`config.mk`:
```
export PLATFORM = sky130hd
export DESIGN_NAME = bal4_isqrt
export DESIGN_NICKNAME = d
export VERILOG_FILES = /design/src/rtl/core/bezier_arc_length_gauss4_assert.svh /design/src/rtl/core/bal4_pkg.sv /design/src/rtl/core/bal4_isqrt.sv
export SDC_FILE = /design/constraint.sdc
export NUM_CORES = 2
export LEC_CHECK = 0
export ABC_AREA = 1
export BUFFER_PORTS_ARGS = -buffer_cell sky130_fd_sc_hd__buf_2
export CAP_MARGIN = 20
export CORE_ASPECT_RATIO = 1.2
export CORE_MARGIN = 4
export CORE_UTILIZATION = 55
export CTS_CLUSTER_DIAMETER = 120
export DETAILED_ROUTE_END_ITERATION = 8
export HOLD_SLACK_MARGIN = 0.06
export MAX_ROUTING_LAYER = met4
export PLACE_DENSITY = 0.74
export SYNTH_ARGS = -nofsm -noshare
export SYNTH_HDL_FRONTEND = slang
export SYNTH_SLANG_ARGS = --single-unit
export TNS_END_PERCENT = 10
```
`constraint.sdc`:
```
create_clock -name clock -period 8.2 [get_ports clock]
set_input_delay 0.41 -clock clock [delete_from_list [all_inputs] [get_ports clock]]
set_output_delay 0.41 -clock clock [all_outputs]
set_load 0.03 [all_outputs]
```
`src/rtl/core/bezier_arc_length_gauss4_assert.svh`:
```
// ----------------------------------------------------------------------------
// Assertion macros for the Bezier arc length core
// Implication checks, with and without reset masking.
// ----------------------------------------------------------------------------
`ifndef BEZIER_ARC_LENGTH_GAUSS4_ASSERT_SVH
`define BEZIER_ARC_LENGTH_GAUSS4_ASSERT_SVH

// same-cycle implication, masked during reset
`define BAL4_ASSERT_IMPL(lbl, clk, rst, ante, cons, msg) \
   lbl: assert property (@(posedge clk) disable iff (rst) (ante) |-> (cons)) \
      else $error(msg);

// next-cycle implication, not masked
`define BAL4_ASSERT_NEXT(lbl, clk, ante, cons, msg) \
   lbl: assert property (@(posedge clk) (ante) |=> (cons)) else $error(msg);

`endif

```
`src/rtl/core/bal4_pkg.sv`:
```
// ----------------------------------------------------------------------------
// bal4_pkg
// Constants, types and width helpers for the Bezier arc length core.
// ----------------------------------------------------------------------------
`default_nettype none

package bal4_pkg;

   localparam int COORD_WIDTH_DEF = 24;
   localparam int NODES           = 4;
   localparam int POINTS          = 4;
   localparam int AXES            = 3;
   localparam int WFRAC           = 24;
   localparam int W_W             = 27;
   localparam int QW_W            = 23;
   localparam int LEN_W           = 32;
   localparam int SQRT_STEPS      = 4;

   typedef logic signed [W_W-1:0] weight_type;

   // Bernstein derivative weights, Q.24, [node][point]
   localparam weight_type BERN_W [NODES][POINTS] = '{
      '{-27'sd22593237,  27'sd336258,    27'sd16775548,  27'sd5481431},
      '{-27'sd5481431,  -27'sd16775548, -27'sd336258,    27'sd22593237},
      '{-27'sd43585048,  27'sd37081085,  27'sd6261325,   27'sd242638},
      '{-27'sd242638,   -27'sd6261325,  -27'sd37081085,  27'sd43585048}
   };

   localparam logic [QW_W-1:0] QW_INNER = 23'd5470590;
   localparam logic [QW_W-1:0] QW_OUTER = 23'd2918018;

   function automatic int mag_w(input int cw);
      return cw + 4;
   endfunction

   function automatic int q_w(input int cw);
      return (mag_w(cw) < 31) ? mag_w(cw) : 31;
   endfunction

   function automatic int s_max(input int cw);
      return mag_w(cw) - q_w(cw);
   endfunction

   function automatic int s_w(input int cw);
      return (s_max(cw) > 0) ? $clog2(s_max(cw) + 1) : 1;
   endfunction

   function automatic int root_w(input int cw);
      return q_w(cw) + 1;
   endfunction

   function automatic int norm_w(input int cw);
      return root_w(cw) + s_max(cw);
   endfunction

endpackage

`default_nettype wire

```
`src/rtl/core/bal4_isqrt.sv`:
```
// ----------------------------------------------------------------------------
// bal4_isqrt
// Pipelined floor square root, one result bit per step, a few steps per
// register stage. A side word travels alongside.
// ----------------------------------------------------------------------------
`default_nettype none

module bal4_isqrt import bal4_pkg::*; #(
   parameter int ROOT_W = 29,
   parameter int SIDE_W = 1
) (
   input  wire logic                  clock,
   input  wire logic                  reset,
   input  wire logic                  adv,
   input  wire logic                  in_valid,
   input  wire logic [2*ROOT_W-1:0]   in_rad,
   input  wire logic [SIDE_W-1:0]     in_side,
   output logic                       out_valid,
   output logic [ROOT_W-1:0]          out_root,
   output logic [SIDE_W-1:0]          out_side
);

   localparam int NSTG  = (ROOT_W + SQRT_STEPS - 1) / SQRT_STEPS;
   localparam int RAD_W = 2 * ROOT_W;
   localparam int REM_W = ROOT_W + 3;

   logic [NSTG-1:0]   valid_ff;
   logic [RAD_W-1:0]  rad_src  [NSTG];
   logic [REM_W-1:0]  rem_src  [NSTG];
   logic [ROOT_W-1:0] root_src [NSTG];
   logic [SIDE_W-1:0] side_src [NSTG];
   logic [RAD_W-1:0]  rad_in   [NSTG];
   logic [REM_W-1:0]  rem_in   [NSTG];
   logic [ROOT_W-1:0] root_in  [NSTG];
   logic [RAD_W-1:0]  rad_ff   [NSTG];
   logic [REM_W-1:0]  rem_ff   [NSTG];
   logic [ROOT_W-1:0] root_ff  [NSTG];
   logic [SIDE_W-1:0] side_ff  [NSTG];

   always_ff @(posedge clock) begin
      if (reset) begin
         valid_ff <= '0;
      end else if (adv) begin
         valid_ff <= NSTG'({valid_ff, in_valid});
      end
   end

   for (genvar g = 0; g < NSTG; g++) begin : g_stage
      if (g == 0) begin : g_first
         assign rad_src[g]  = in_rad;
         assign rem_src[g]  = '0;
         assign root_src[g] = '0;
         assign side_src[g] = in_side;
      end else begin : g_next
         assign rad_src[g]  = rad_ff[g-1];
         assign rem_src[g]  = rem_ff[g-1];
         assign root_src[g] = root_ff[g-1];
         assign side_src[g] = side_ff[g-1];
      end

      always_comb begin
         logic [RAD_W-1:0]  rd;
         logic [REM_W-1:0]  rm;
         logic [ROOT_W-1:0] rt;
         logic [REM_W-1:0]  tr;
         rd = rad_src[g];
         rm = rem_src[g];
         rt = root_src[g];
         for (int k = 0; k < SQRT_STEPS; k++) begin
            if (g * SQRT_STEPS + k < ROOT_W) begin
               rm = {rm[REM_W-3:0], rd[RAD_W-1 -: 2]};
               rd = rd << 2;
               tr = REM_W'({rt, 2'b01});
               if (rm >= tr) begin
                  rm = rm - tr;
                  rt = {rt[ROOT_W-2:0], 1'b1};
               end else begin
                  rt = {rt[ROOT_W-2:0], 1'b0};
               end
            end
         end
         rad_in[g]  = rd;
         rem_in[g]  = rm;
         root_in[g] = rt;
      end

      always_ff @(posedge clock) begin
         if (adv) begin
            rad_ff[g]  <= rad_in[g];
            rem_ff[g]  <= rem_in[g];
            root_ff[g] <= root_in[g];
            side_ff[g] <= side_src[g];
         end
      end
   end

   assign out_valid = valid_ff[NSTG-1];
   assign out_root  = root_ff[NSTG-1];
   assign out_side  = side_ff[NSTG-1];

endmodule

`default_nettype wire

```
==> impl_metrics.json <==
{
  "status": "finished clean",
  "wirelength_um": 223400,
  "grt_max_degree": 175,
  "clk_pin_slew_ns": 0.07,
  "cp_slowest_cell": "edfxtp_1",
  "clockRootBuffer": "clkbuf_16",
  "synth_area_sq_um": 60510,
  "firstDrtPassIters": 8,
  "io_buffers": 93,
  "die_area_sq_um": 115400,
  "period_share_pct": 97.19,
  "vias_per_cell": 5.703,
  "antenna_left": 0,
  "vias": 66900,
  "cts_max_level": 2,
  "antenna_found_initial": 5,
  "synth_ff_type": "edfxtp_1",
  "cts_num_sinks": 549,
  "synth_edf_count": 541,
  "endpoint_kind": "register",
  "cts_buffers": 61,
  "track_usage_pct": 37.98,
  "synth.distinct_cells": 74,
  "dieWidth_um": 310.8,
  "fin_area_sq_um": 73050,
  "dpl.cell_count": 11480,
  "criticalPathCategory": "reg2reg",
  "drive_gt1_share_pct": 15.46,
  "multi_input_area_sq_um": 39680,
  "place_hpwl_um": 182400,
  "grt_overflow": 0,
  "grt_pass1_wl_um": 340400,
  "die_y_um": 371.4,
  "post-route-drc-count": 0,
  "nFillCells": 9725,
  "syn_area_per_cell_sq_um": 6.540,
  "grt_pass1_vias": 63530,
  "synth_top_area_share_pct": 26.85,
  "cp_slowest_stage_delay_ns": 0.47,
  "start_util_pct": 55.35,
  "yosys.area.top_type": "edfxtp_1",
  "ys_seq_elements": 549,
  "syn2layout_area_growth_pct": 20.72,
  "syn_inst": 9253,
  "clk_path_buf_depth": 3,
  "synth_async_sr_flop_share_pct": 0,
  "num_rows": 133,
  "min-delay-path-class": "in2reg",
  "fin_skew_ns": 0.04069,
  "ys_seq_area_share_pct": 27.11,
  "fin_nets": 10780,
  "gp_congestion": 1.112,
  "setup_viol": 0,
  "yosys_warnings": 0,
  "rsz0062_at_grt": "true",
  "cp_common_cell": "nand2_1",
  "start_kind": "register",
  "post_dp_cell_area_sq_um": 68510,
  "synthTopCellsByArea": "edfxtp_1 27%, nand2_1 17%, ha_1 9.6%",
  "finalHoldViolCount": 0,
  "drv_slew": 0,
  "cp.required_ns": 8.62,
  "max_freq_mhz": 125.5,
  "worstMarginPinSlew_ns": 1.121,
  "fin_crit_ns": 7.969,
  "tritoncts": "yes",
  "maxCapViolations": 0,
  "core_area_sq_um": 109300,
  "clk_latency_ns": 0.71,
  "crit_arrival_ns": 8.39,
  "fin_tns_setup_ns": 0,
  "slew_headroom_pct": 25.27,
  "layout_commonest_cell": "nand2_1",
  "register_area_sq_um": 16410,
  "post_drt_wl_per_cell_um": 19.05,
  "drt_iter0_drc": 6238,
  "final_cell_mix": "2652 x nand2_1, 1265 x inv_1, 1032 x nor2_1",
  "instances_no_fill": 11730,
  "path_max_fanout": 26,
  "ios": 94
}
==> worst max-delay path: cells and delay by family, from the launching register on <==
family | cells | cell delay [ns]
DFF | 1 | 0.47
and+or+nand+nor | 26 | 3.17
AOI/OAI and AO/OA | 6 | 1.03
adders and majority gates | 4 | 1.28
buffers and inverters | 15 | 1.72
==> through the flow <==
stage                     utilization (%)  hold slack [ns]  setup slack, ns
after detailed placement            62.67           0.4045          -0.5419
after CTS                           65.26           0.1139         -0.03240
after global placement              62.67           0.4005          -0.5804
after global routing                66.82           0.1414          -0.1411
final                               66.82           0.1413           0.2308
after floorplan                         -           0.4003           0.1308
==> synthesized netlist by cell type, types with 54 or more instances <==
master	n
clkbuf_1	54
o21ai_0	558
ha_1	465
nand3_1	648
o21a_1	58
nand2_1	2683
edfxtp_1	541
nor2_1	1069
xor2_1	216
nor3_1	127
a21oi_1	566
xnor2_1	190
nand4_1	163
inv_1	1278
nand3b_1	54
==> layout make-up <==
class / instances / area share (%)
clock inverter: 47 / 0.6269
timing repair inverter: 1 / 0.01028
inverter: 1311 / 6.769
tap: 1417 / 2.427
clock buffer: 69 / 2.230
sequential: 549 / 22.46
antenna: 5 / 0.01713
multi-input combinational: 7280 / 54.31
timing repair buffer: 1051 / 11.15
==> routing by layer <==
| metal | up-vias | global-route usage (%) | routed length, um |
|---|---|---|---|
| met2 | 3041 | 64.36 | 104400 |
| met1 | 30470 | 43.12 | 85340 |
| met3 | 896 | 4.364 | 15800 |
| met5 | - | - | 0 |
| met4 | 0 | 23.84 | 17840 |
| li1 | 32500 | - | - |
==> state kept, by name (all words and copies together), names as in the netlist <==
name / cells
root_ff: 141
side_ff: 8
rad_ff: 182
rem_ff: 210
valid_ff: 8
==> logic make-up after synthesis <==
family,share of synthesized area [%]
compound gates,12.76
xor+xnor,6.091
buf+inv,9.331
fa+ha+maj,9.615
other cells,0.006197
flops,27.11
simple gates,35.08
==> path summary, 6_finish.rpt <==
kind / startpoint / to / slack [ns] / cells after the start
worst max-delay path: root_ff[1][44] / rem_ff[6][15] / 0.23 / 51
worst min-delay path: in_rad[56] / root_ff[0][3] / 0.14 / 3
worst max register to register: root_ff[1][44] / rem_ff[6][15] / 0.23 / 51
worst min register to register: rad_ff[1][42] / rad_ff[2][50] / 0.41 / 0
==> what timing repair did <==
action,in CTS,in global routing
hold buffers,56,0
gates cloned,1,4
endpoints found under the hold margin,62,0
setup endpoints to repair,87,186
pin swaps,3,47
resized for setup,49,384
setup buffers,10,63
Power is not shown: default switching activity piles up to over one toggle a cycle in this logic, so the estimate is an artifact.
