<file path="src/rtl/core/bezier_arc_length_gauss4_assert.svh">
// ----------------------------------------------------------------------------
// Assertion macros for the Bezier arc length core
// Implication checks, with and without reset masking.
// ----------------------------------------------------------------------------
`ifndef BEZIER_ARC_LENGTH_GAUSS4_ASSERT_SVH
`define BEZIER_ARC_LENGTH_GAUSS4_ASSERT_SVH

// same-cycle implication, masked during reset
`define BAL4_ASSERT_IMPL(lbl, clk, rst, ante, cons, msg) \
   lbl: assert property (@(posedge clk) disable iff (rst) (ante) |-> (cons)) \
      else $error(msg);

// next-cycle implication, not masked
`define BAL4_ASSERT_NEXT(lbl, clk, ante, cons, msg) \
   lbl: assert property (@(posedge clk) (ante) |=> (cons)) else $error(msg);

`endif

</file>
<file path="src/rtl/core/bal4_pkg.sv">
// ----------------------------------------------------------------------------
// bal4_pkg
// Constants, types and width helpers for the Bezier arc length core.
// ----------------------------------------------------------------------------
`default_nettype none

package bal4_pkg;

   localparam int COORD_WIDTH_DEF = 24;
   localparam int NODES           = 4;
   localparam int POINTS          = 4;
   localparam int AXES            = 3;
   localparam int WFRAC           = 24;
   localparam int W_W             = 27;
   localparam int QW_W            = 23;
   localparam int LEN_W           = 32;
   localparam int SQRT_STEPS      = 4;

   typedef logic signed [W_W-1:0] weight_type;

   // Bernstein derivative weights, Q.24, [node][point]
   localparam weight_type BERN_W [NODES][POINTS] = '{
      '{-27'sd22593237,  27'sd336258,    27'sd16775548,  27'sd5481431},
      '{-27'sd5481431,  -27'sd16775548, -27'sd336258,    27'sd22593237},
      '{-27'sd43585048,  27'sd37081085,  27'sd6261325,   27'sd242638},
      '{-27'sd242638,   -27'sd6261325,  -27'sd37081085,  27'sd43585048}
   };

   localparam logic [QW_W-1:0] QW_INNER = 23'd5470590;
   localparam logic [QW_W-1:0] QW_OUTER = 23'd2918018;

   function automatic int mag_w(input int cw);
      return cw + 4;
   endfunction

   function automatic int q_w(input int cw);
      return (mag_w(cw) < 31) ? mag_w(cw) : 31;
   endfunction

   function automatic int s_max(input int cw);
      return mag_w(cw) - q_w(cw);
   endfunction

   function automatic int s_w(input int cw);
      return (s_max(cw) > 0) ? $clog2(s_max(cw) + 1) : 1;
   endfunction

   function automatic int root_w(input int cw);
      return q_w(cw) + 1;
   endfunction

   function automatic int norm_w(input int cw);
      return root_w(cw) + s_max(cw);
   endfunction

endpackage

`default_nettype wire

</file>
<file path="src/rtl/core/bal4_accum.sv">
// ----------------------------------------------------------------------------
// bal4_accum
// Quadrature weighting of the four norms, rounding and saturation.
// Two register stages, the second being the output register.
// ----------------------------------------------------------------------------
`default_nettype none

module bal4_accum import bal4_pkg::*; #(
   parameter int NORM_W = 29
) (
   input  wire logic                clock,
   input  wire logic                reset,
   input  wire logic                adv,
   input  wire logic                in_valid,
   input  wire logic [NORM_W-1:0]   norm [NODES],
   output logic                     out_valid,
   output logic [LEN_W-1:0]         out_len,
   output logic                     out_sat
);

   localparam int NS_W = NORM_W + 1;
   localparam int P_W  = NS_W + QW_W;
   localparam int T_W  = (P_W + 1 > LEN_W + 1 + WFRAC) ? P_W + 1 : LEN_W + 1 + WFRAC;
   localparam int L_W  = T_W - WFRAC;

   logic             mid_valid_ff;
   logic             out_valid_ff;
   logic [P_W-1:0]   pin_ff;
   logic [P_W-1:0]   pout_ff;
   logic [T_W-1:0]   total;
   logic [L_W-1:0]   len;
   logic             sat;
   logic [LEN_W-1:0] len_in;
   logic [LEN_W-1:0] len_ff;
   logic             sat_ff;

   always_ff @(posedge clock) begin
      if (reset) begin
         mid_valid_ff <= 1'b0;
         out_valid_ff <= 1'b0;
      end else if (adv) begin
         mid_valid_ff <= in_valid;
         out_valid_ff <= mid_valid_ff;
      end
   end

   always_ff @(posedge clock) begin
      if (adv) begin
         pin_ff  <= P_W'((NS_W'(norm[0]) + NS_W'(norm[1])) * QW_INNER);
         pout_ff <= P_W'((NS_W'(norm[2]) + NS_W'(norm[3])) * QW_OUTER);
      end
   end

   always_comb begin
      total  = T_W'(pin_ff) + T_W'(pout_ff) + (T_W'(1) << (WFRAC - 1));
      len    = total[T_W-1:WFRAC];
      sat    = (len >> LEN_W) != '0;
      len_in = sat ? '1 : len[LEN_W-1:0];
   end

   always_ff @(posedge clock) begin
      if (adv) begin
         len_ff <= len_in;
         sat_ff <= sat;
      end
   end

   assign out_valid = out_valid_ff;
   assign out_len   = len_ff;
   assign out_sat   = sat_ff;

endmodule

`default_nettype wire

</file>
<file path="config.mk">
export PLATFORM = sky130hd
export DESIGN_NAME = bal4_accum
export DESIGN_NICKNAME = d
export VERILOG_FILES = /design/src/rtl/core/bezier_arc_length_gauss4_assert.svh /design/src/rtl/core/bal4_pkg.sv /design/src/rtl/core/bal4_accum.sv
export SDC_FILE = /design/constraint.sdc
export NUM_CORES = 2
export LEC_CHECK = 0
export ABC_AREA = 0
export BUFFER_PORTS_ARGS = -buffer_cell sky130_fd_sc_hd__clkbuf_2
export CORE_MARGIN = 1.5
export CORE_UTILIZATION = 60
export DETAILED_ROUTE_END_ITERATION = 10
export PLACE_DENSITY = 0.8
export SLEW_MARGIN = 10
export SYNTH_ARGS = -nofsm -noshare
export SYNTH_HDL_FRONTEND = slang
export SYNTH_SLANG_ARGS = --single-unit
</file>
<file path="constraint.sdc">
create_clock -name clock -period 23.1 [get_ports clock]
set_input_delay 5.775 -clock clock [delete_from_list [all_inputs] [get_ports clock]]
set_output_delay 5.775 -clock clock [all_outputs]
set_load 0.005 [all_outputs]
</file>
==> run summary <==
The number of endpoints failing setup at the final stage came out at 0. The initial utilization of the core area, before any placement, comes to about 61%. After Yosys synthesis, XOR and XNOR cells account for roughly 5.1% of the synthesized area. The global-route congestion overflow total came out at 0. The routed wire length per instance came out at roughly 17 um. Of all nets on the critical path, the largest fanout is 10. The total of cells resized after clock tree synthesis came out at 0.

The synthesized area per cell came out at around 10 um^2. The count of final hold-check violations was 0. The via count of the first global-routing pass came to ~24000. The worst setup path is launched from an input pin.

The post-CTS clock slew at the launch and capture registers of the worst setup and hold paths came out at approximately 60 ps. Summed over all layers, the routed wires come to approximately 70000 um. After the first detailed-routing iteration, the DRC count stood at ~1400.

The pin count of the biggest net entering global routing is between 70 and 80. The aggregate global-route resource usage came out at between 20% and 30%. In this run, synthesis inferred 133 flip-flops with an integrated enable.

The kind of path behind the tightest hold check is flip-flop to flip-flop. The number of antenna violations at the first check in global routing is 1. The predominant post-synthesis flop cell is edfxtp_1.

Detailed placement finished with a half-perimeter wire length of ~60000 um. The remaining antenna violation count came out at 0. The biggest cell delay along the critical path is between 900 and 1000 ps. Counting instances in the post-synthesis netlist gives the leading cell types as 771 x inv_1, 675 x ha_1, 461 x fa_1, 188 x a21oi_1, 133 x edfxtp_1. The global-route wire length before repair is ~120000 um. inv_1 is the most common cell in the netlist.

The width of the die is ~230 um. The final critical delay including setup and external delays is 15030 ps. The final RePlAce weighted congestion is between 0.9 and 1.

The count of maximum capacitance violations is 0. Summed over all instances, the cell type with the most area after synthesis is fa_1. The count of pins on the block boundary is approximately 150. The vertical die dimension came out at about 230 um. The cell row count came out at 84. The number of H-tree levels came out at 4. Cells with a size suffix above 1 make up roughly 7.3% of the layout.

The sequential cell area fraction in the yosys report came out at approximately an eighth. Counting every sink on the clock net gives 135. Setup total negative slack on the finished layout was measured at 0 ps. The total of buffers placed on input and output ports came out at 150. The pre-antenna-repair detailed-routing pass consisted of 5 iterations.

The startpoint identified for the worst register-to-register timing path is pin_ff[13]. The die outline area came out at between 0.05 and 0.06 mm^2. Static timing analysis puts the maximum clock frequency at roughly 67 MHz. The number of inserted diodes came out at 0. In the synthesized netlist, mux cells make up less than 1% of the area.

The top-area cell type share of the netlist area is between 20 and 30%. The number of nets at the end of the flow is between 4000 and 5000. The async set-or-reset flop fraction in the synthesized netlist came out at 0%.

The compound-gate portion of the synthesized area came out at a little under an eighth. The simple-gate share of the synthesized area came out at approximately 6.0%. In the finished design, the share of the clock period the worst path needs comes to 65.08%. The longest clock path from root to sink contains 2 buffers. The transition time at the pin with the least slew margin is about 1200 ps. The mean number of vias per cell came out at about 5.6.

The post-synthesis adder-cell area fraction is a little under three fifths. The unique cell type count in the Yosys netlist came out at between 90 and 100. The relative slew slack came out at 18.56%. The flow ran to the end, and the final reports show no timing, DRC or antenna violations.

TritonCTS created 17 clock buffers. The final number of max-transition violations was 0. The most critical setup path has its startpoint at norm[61].

STA classifies the critical path endpoint as a flip-flop. The data required time at the worst endpoint is around 23000 ps. By area, the combinational part of the netlist is dominated by adder cells. The area of the placeable core came out at approximately 0.053 mm^2. The data arrival time of the critical path came out at between 15000 and 20000 ps. The cell count after synthesis is ~3200. The number of buffers inserted for hold repair after clock tree synthesis is 0. The number of register bits inferred by synthesis is 135. TritonCTS built the clock tree.

At the later pin of the worst-skew pair, clock insertion delay measures roughly 440 ps. The hold path startpoint is out_valid. Setup repair after global routing left no endpoint under its margin. After clock tree synthesis, the setup repair step added 0 buffers. In the post-synthesis netlist, the biggest area contributors are fa_1 29%, ha_1 26%, edfxtp_1 12%. The number of warnings issued by yosys is 0. Clock tree synthesis selected as its root buffer the cell clkbuf_16. The routed layout has 22760 vias.

The area of the mapped netlist is between 0.03 and 0.04 mm^2. The critical-path cell with the highest stage delay is xnor2_1. By instance count, the cell type seen most on the critical path is fa_1. The detailed-route DRC error count came out at 0. The critical path is of the input pin to flip-flop type. The filler cells instantiated in the layout total about 4100.

The synthesis-to-layout area growth is 7.142%. The clock arrives with 10.85 ps of skew.
flip-flops by register name, summed over array words and instances (netlist names):
| register | flops |
|---|---|
| mid_valid_ff | 1 |
| out_valid | 1 |
| pin_ff | 52 |
| pout_ff | 51 |
| out_len | 30 |
metrics by stage:
stage / cell area (um^2) / worst slack, ps / util [%] / hold WS (ps) / std cells
5_1_grt: 34310 / 7574 / 65.16 / 557.4 / 4075
3_5_place_dp: 33710 / 7771 / 64.02 / 522.8 / 4043
3_3_place_gp: 33710 / 8019 / 64.02 / 481.6 / 4043
6_report: 34310 / 8067 / 65.16 / 524.5 / 4075
4_1_cts: 34310 / 8248 / 65.16 / 536.3 / 4075
2_1_floorplan: 32030 / 9081 / - / 460.1 / 3210
area by class of cell:
| class | count | area [um^2] | share of cell area (%) |
|---|---|---|---|
| tap | 688 | 860.8 | 2.509 |
| clock inverter | 14 | 175.2 | 0.5105 |
| inverter | 772 | 2898 | 8.445 |
| sequential | 135 | 4034 | 11.76 |
| multi-input combinational | 2272 | 24970 | 72.76 |
| clock buffer | 18 | 429.2 | 1.251 |
| timing repair buffer | 176 | 948.4 | 2.764 |
path summary, 6_finish.rpt:
check	cells past startpoint	end	slack [ps]
min	2	out_valid	520
max reg2reg	11	out_len[24]	19200
max	32	pin_ff[52]	8070
min reg2reg	2	out_valid	520
layer usage:
layer	global-route usage [%]	part of all wire (%)
met1	38.36	44
met2	45.13	48
met3	4.219	5.4
met4	6.591	2.4
met5	0	0
layout by cell type (no fill, tap or decap), types with 5 or more instances in the layout:
cell type / count
a211oi_1: 24
a21o_1: 93
a21oi_1: 188
a221oi_1: 5
a31o_2: 5
a31oi_1: 22
a41oi_1: 7
and2_1: 11
and3_1: 21
and4_1: 10
buf_4: 27
clkbuf_16: 17
clkbuf_2: 149
edfxtp_1: 133
fa_1: 461
ha_1: 675
inv_1: 771
nand2_1: 100
nand2b_1: 15
nand3_1: 35
nand4_1: 21
nor2_1: 80
nor2b_1: 19
nor3_1: 22
o211ai_1: 8
o21a_1: 20
o21ai_0: 93
o21ai_1: 7
o21bai_1: 28
o31a_1: 7
o31ai_1: 8
or3_1: 9
xnor2_1: 117
xor2_1: 62
logic make-up (layout without fill, tap and decap cells):
group,Yosys count,count (layout)
other,1,3
flip-flops,135,135
XOR/XNOR,182,182
buffers and inverters,803,980
AO/OA/AOI/OAI,573,573
adder cells (fa/ha/maj),1136,1136
multiplexers,3,3
AND/OR/NAND/NOR,375,375
critical path: cells and delay by family:
family | cells | cell delay, ps
simple gates | 5 | 930
compound gates | 11 | 2640
buf+inv | 5 | 290
xor+xnor | 2 | 1090
fa+ha+maj | 9 | 4450
Power is left out: the tool's default activity adds up to more than one toggle a clock period on the data nets, which glitch-free logic cannot reach.
